<file path="src/hw/rtl/sca_pkg.sv">
// shared constants, types and command/status structs for the string alignment scorer
// no dependencies; compiled before all other files
package sca_pkg;

  localparam int NEEDLE_MAX_DEF = 256;

  localparam int SCORE_W = 16;
  localparam int CFG_W   = 7;
  localparam int CFG_IDX_W = 2;
  localparam int CH_W    = 8;

  // configuration register indexes
  localparam logic [CFG_IDX_W-1:0] REG_GAP      = 2'd0;
  localparam logic [CFG_IDX_W-1:0] REG_MATCH    = 2'd1;
  localparam logic [CFG_IDX_W-1:0] REG_MISMATCH = 2'd2;

  // configuration reset values
  localparam logic [CFG_W-1:0] GAP_RST      = 7'd3;
  localparam logic [CFG_W-1:0] MATCH_RST    = 7'd2;
  localparam logic [CFG_W-1:0] MISMATCH_RST = 7'd2;

  // input function codes
  localparam logic FUNC_LOAD = 1'b0;
  localparam logic FUNC_NAME = 1'b1;

  localparam logic signed [SCORE_W-1:0] SCORE_MIN = 16'sh8000;

  // controller to datapath commands
  typedef struct packed {
    logic ld_needle;
    logic start_col;
    logic run_row;
    logic load_out;
  } sca_cmd_t;

  // datapath to controller status
  typedef struct packed {
    logic len_zero;
    logic row_last;
    logic name_last;
    logic out_free;
  } sca_sts_t;

endpackage

</file>
<file path="src/hw/rtl/sca_ctrl.sv">
// controller: sequences needle loads, column passes and result hand-off
// depends on sca_pkg for the command and status structs
module sca_ctrl
  import sca_pkg::*;
(
  input  logic     clk,
  input  logic     rst_n,
  input  logic     in_valid,
  input  logic     in_func,
  output logic     in_ready,
  input  sca_sts_t sts,
  output sca_cmd_t cmd
);

  localparam logic [1:0] ST_IDLE = 2'd0;
  localparam logic [1:0] ST_RUN  = 2'd1;
  localparam logic [1:0] ST_FIN  = 2'd2;
  localparam logic [1:0] ST_EMIT = 2'd3;

  logic [1:0] state_r;
  logic [1:0] state_nxt;

  // next state and command decode
  always_comb begin
    state_nxt = state_r;
    cmd       = '0;
    in_ready  = 1'b0;
    unique case (state_r)
      ST_IDLE: begin
        in_ready = 1'b1;
        if (in_valid) begin
          if (in_func == FUNC_NAME) begin
            cmd.start_col = 1'b1;
            state_nxt     = sts.len_zero ? ST_FIN : ST_RUN;
          end else begin
            cmd.ld_needle = 1'b1;
          end
        end
      end
      ST_RUN: begin
        cmd.run_row = 1'b1;
        if (sts.row_last) begin
          state_nxt = ST_FIN;
        end
      end
      ST_FIN: begin
        state_nxt = sts.name_last ? ST_EMIT : ST_IDLE;
      end
      ST_EMIT: begin
        if (sts.out_free) begin
          cmd.load_out = 1'b1;
          state_nxt    = ST_IDLE;
        end
      end
      default: state_nxt = ST_IDLE;
    endcase
  end

  // state register
  always_ff @(posedge clk) begin
    if (!rst_n) begin
      state_r <= ST_IDLE;
    end else begin
      state_r <= state_nxt;
    end
  end

endmodule

</file>
<file path="config.mk">
export PLATFORM = sky130hd
export DESIGN_NAME = sca_ctrl
export DESIGN_NICKNAME = d
export VERILOG_FILES = /design/src/hw/rtl/sca_pkg.sv /design/src/hw/rtl/sca_ctrl.sv
export SDC_FILE = /design/constraint.sdc
export NUM_CORES = 1
export LEC_CHECK = 0
export BUFFER_PORTS_ARGS = -buffer_cell sky130_fd_sc_hd__buf_2
export CORE_AREA = 2 2 39 41
export CTS_CLUSTER_DIAMETER = 150
export DETAILED_ROUTE_END_ITERATION = 16
export DIE_AREA = 0 0 41 43
export GPL_ROUTABILITY_DRIVEN = 0
export GPL_TIMING_DRIVEN = 0
export MAX_ROUTING_LAYER = met4
export PLACE_DENSITY = 0.38
export SKIP_LAST_GASP = 1
export SLEW_MARGIN = 5
export SYNTH_ARGS = -nofsm -noshare
export SYNTH_HDL_FRONTEND = slang
export SYNTH_SLANG_ARGS = --single-unit
</file>
<file path="constraint.sdc">
create_clock -name clk -period 1.2 [get_ports clk]
set_clock_uncertainty 0.1 [all_clocks]
set_input_delay 0.06 -clock clk [delete_from_list [all_inputs] [get_ports clk]]
set_output_delay 0.06 -clock clk [all_outputs]
set_load 0.02 [all_outputs]
</file>
# Word level (Yosys, flattened, before mapping)
# Index checks and enable logic that the tools add are counted.
classes:
  n_eq_ne: 7
  mux: 15
  reduce_logical: 2
op_table:
  columns: ["operator", "n"]
  rows:
  - ["two-way mux 2 bit", 8]
  - ["inequality test 2 bit, second input constant", 4]
  - ["one-hot mux 2 bit (4 select lines)", 1]
  - ["two-way mux 1 bit", 6]
  - ["== test 2 bit, second input constant", 2]
  - ["AND reduction 4 bit", 1]
  - ["== test 2 x 1 -> 1 bit, second input constant", 1]
  - ["zero test 2 bit", 1]
totals:
  ff_bits: 2
  output_inout_bits: 5
  wordCells: 25

# Depth between registers and ports, before layout
depth:
  ltp_word: 4
  ltp_mapped: 4
  mapped_depth_nobuf: 3

# Least setup slack after synthesis
# Ideal clock, no wire load.
synth_path:
  path_type: "register to output"
  start: "register state_r[1]"
  end: "output cmd[3] in the netlist's numbering"
  arrival_ns: 1.200
  required_ns: 1.040
  setup_slack_ns: -0.160
  path_stages_with_launch: 3
  cell_sequence: "dfxtp_1 -> buf_6 -> nor4b_1"
synth_rtl:
  columns: ["item", "line_no", "source"]
  rows:
  - ["from (decl)", "sca_ctrl.sv:20", "logic [1:0] state_r;"]
  - ["from (signal assigned)", "sca_ctrl.sv:64", "state_r <= state_nxt;"]
  - ["to (decl)", "sca_ctrl.sv:12", "output sca_cmd_t cmd"]

==> impl_metrics.ini <==
[timing]
setup_slack_ps = -35.7
max_slew.worst_pin.slew_ps = 196
rsz0062_at_grt = true
min_period_ps = 1240
fmax_mhz = 809
holdWs_ps = 80.3
tns_ps = -35.7
setup_viol = 1
fin_crit_sh_pct = 103
hold_violations = 0
worst_slew_margin_rel_pct = 86.9
drv_slew = 0

[flow_run]
drv_cap = 0

[setup_path]
r2r_cells = 5
crit_path_top_delay_cell = dfxtp_2
worstSetupEndpointType = primary output
required_ps = 1040
crit_fanout = 7
reg2reg_from = state_r[1]
critPathTopFamily = buffers and inverters
startpoint = state_r[1]
cp-start-kind = flip-flop
setup.worst_path.class = reg2out
r2r_end = state_r[0]
cp.arrival_ps = 1080
ff2ff_setup_slack_ps = 50
crit_path_max_incr_delay_ps = 310
cp_num_buf_inv = 2
crit_chain = buf_6, nor4b_2, buf_2

[layout]
final_cell_mix = buf_2, buf_4, buf_6
reg_top3 = state_r x2
instances_no_fill = 58
n_fill_cell = 159
diodes = 0
largest_reg_flops = 2
drive_above_1_share_pct = 81.0
layout_commonest_cell = buf_2
top_register = state_r
syn_to_final_growth_pct = 120
layout.nets = 52

[detailed_routing]
drc = 0
viasPerCell = 4.03
first_pass_iters = 1
drtIter0Drc = 0
wl_per_cell_um = 10.4
drt.antenna.violating_nets = 0
dr_total_vias = 234
wl_um = 602

[global_routing]
grt_usage_pct = 7.89
antenna_found_initial = 0
grt_pass1_wl_um = 834
grt_pass1_vias = 205
grt_max_degree = 11
grt_overflow = 0

[status]
status = finished, violations left
violations = setup timing

[yosys]
synth_cell_types = 14
synthTopCellsByArea = dfxtp_1, buf_6, a211oi_1
synth-async-reset-ratio_pct = 0
syn_area_per_cell_um2 = 8.76
syn-num-nets = 28
netlist_area_um2 = 175
synth_edf_count = 0
syn_inst = 20
synth_top_flop_cell = dfxtp_1
synth_top_area_share_pct = 22.9
ys_warn_count = 0
ys_seq_elements = 2
yosys.area.top_type = dfxtp_1
seq_area_frac_synth_pct = 22.9

[pwr]
p_sw_share_pct = 29.0
power.share.clock_pct = 39.3
ir_drop_uv = 282
p_per_area_nw_per_um2 = 969
seqPwrFrac_pct = 20.4
p_leak_uw = 0.000181
finalPower_uw = 373
combPwrFrac_pct = 40.3
p_int_uw = 265
switchingPower_uw = 108

[die]
die_height_um = 43
rows = 14
die_w_um = 41
start_util_pct = 12.7
fp.coreArea_um2 = 1380
die-area_um2 = 1760
num_io_pins = 13

[hold_path]
holdPathStages = 3
min_path_type = in2reg
holdPathEnd = state_r[0]
worstHoldStart = sts[3]

[placement]
place_inst = 48
post-place-ws_ps = 6.57
io_buffer_count = 12
hpwl_um = 370

[cts]
clkTransAtPathRegs_ps = 30
root_buffer = clkbuf_4
worstSkewPairLatency_ps = 220
clockBufferDepth = 2
cts_buffers = 3
cts_sinks = 2
htreeDepth = 1
tritoncts = yes
## worst max path at each step
stage / end / slack [ps] / cells past startpoint
2_1_floorplan: state_r[1] / 70 / 4
3_3_place_gp: state_r[1] / 20 / 4
3_5_place_dp: state_r[1] / 7 / 4
4_1_cts: cmd[3] / -60 / 3
5_1_grt: cmd[3] / -80 / 3
6_report: cmd[3] / -40 / 3
## cell usage after synthesis (2+ instances only)
library cell,number
nand2_1,2
nor2b_1,2
and3_1,2
a211oi_1,2
dfxtp_1,2
buf_6,2
## area by class of cell
class | count | area (um^2) | area share (%)
clock buffer | 3 | 22.5 | 5.84
buffer | 2 | 22.5 | 5.84
tap | 16 | 20.0 | 5.19
multi-input combinational | 16 | 150 | 39.0
timing repair buffer | 19 | 128 | 33.1
sequential | 2 | 42.5 | 11.0
## through the flow
step                area (um^2)  util [%]
floorplan                   181         -
global placement            262      18.9
detailed placement          262      18.9
CTS                         320      23.1
global route                385      27.8
finish                      385      27.8
## worst register-to-register path, cell delays in order, from the launching register on
cell and delay, ps:
dfxtp_2 310, buf_6 130, buf_4 140, a21oi_2 130
o31ai_2 80, and3_1 160
## logic make-up (layout without fill, tap and decap cells)
group	after synthesis	after routing	synth area share [%]
multiplexers	1	1	6.43
buffers and inverters	2	24	12.9
AO/OA/AOI/OAI	4	4	15.7
flip-flops	2	2	22.9
AND/OR/NAND/NOR	11	11	42.1
## power groups by stage
stage	logic (uW)	clock network (uW)	registers, uW
after CTS	116	159	75.5
after floorplan	69.2	0	75.8
final	150	147	76.3
after global placement	103	0	76.0
after global routing	163	156	77.0
after detailed placement	103	0	76.1
## metal layers
layer,share of wire (%),wire [um],track usage (%)
met1,49,293,10.8
met2,40,239,8.75
met3,11,69,1.57
met4,0,0,8.00
met5,0,0,-
## repair_timing
item,4_1_cts,5_1_grt
hold buffers,1,0
hold endpoints to repair,1,0
gates resized for setup,2,13
endpoints found under the setup margin,2,6
pin swaps,1,2
buffers inserted,3,3
Power figures use the tool's default switching activity.
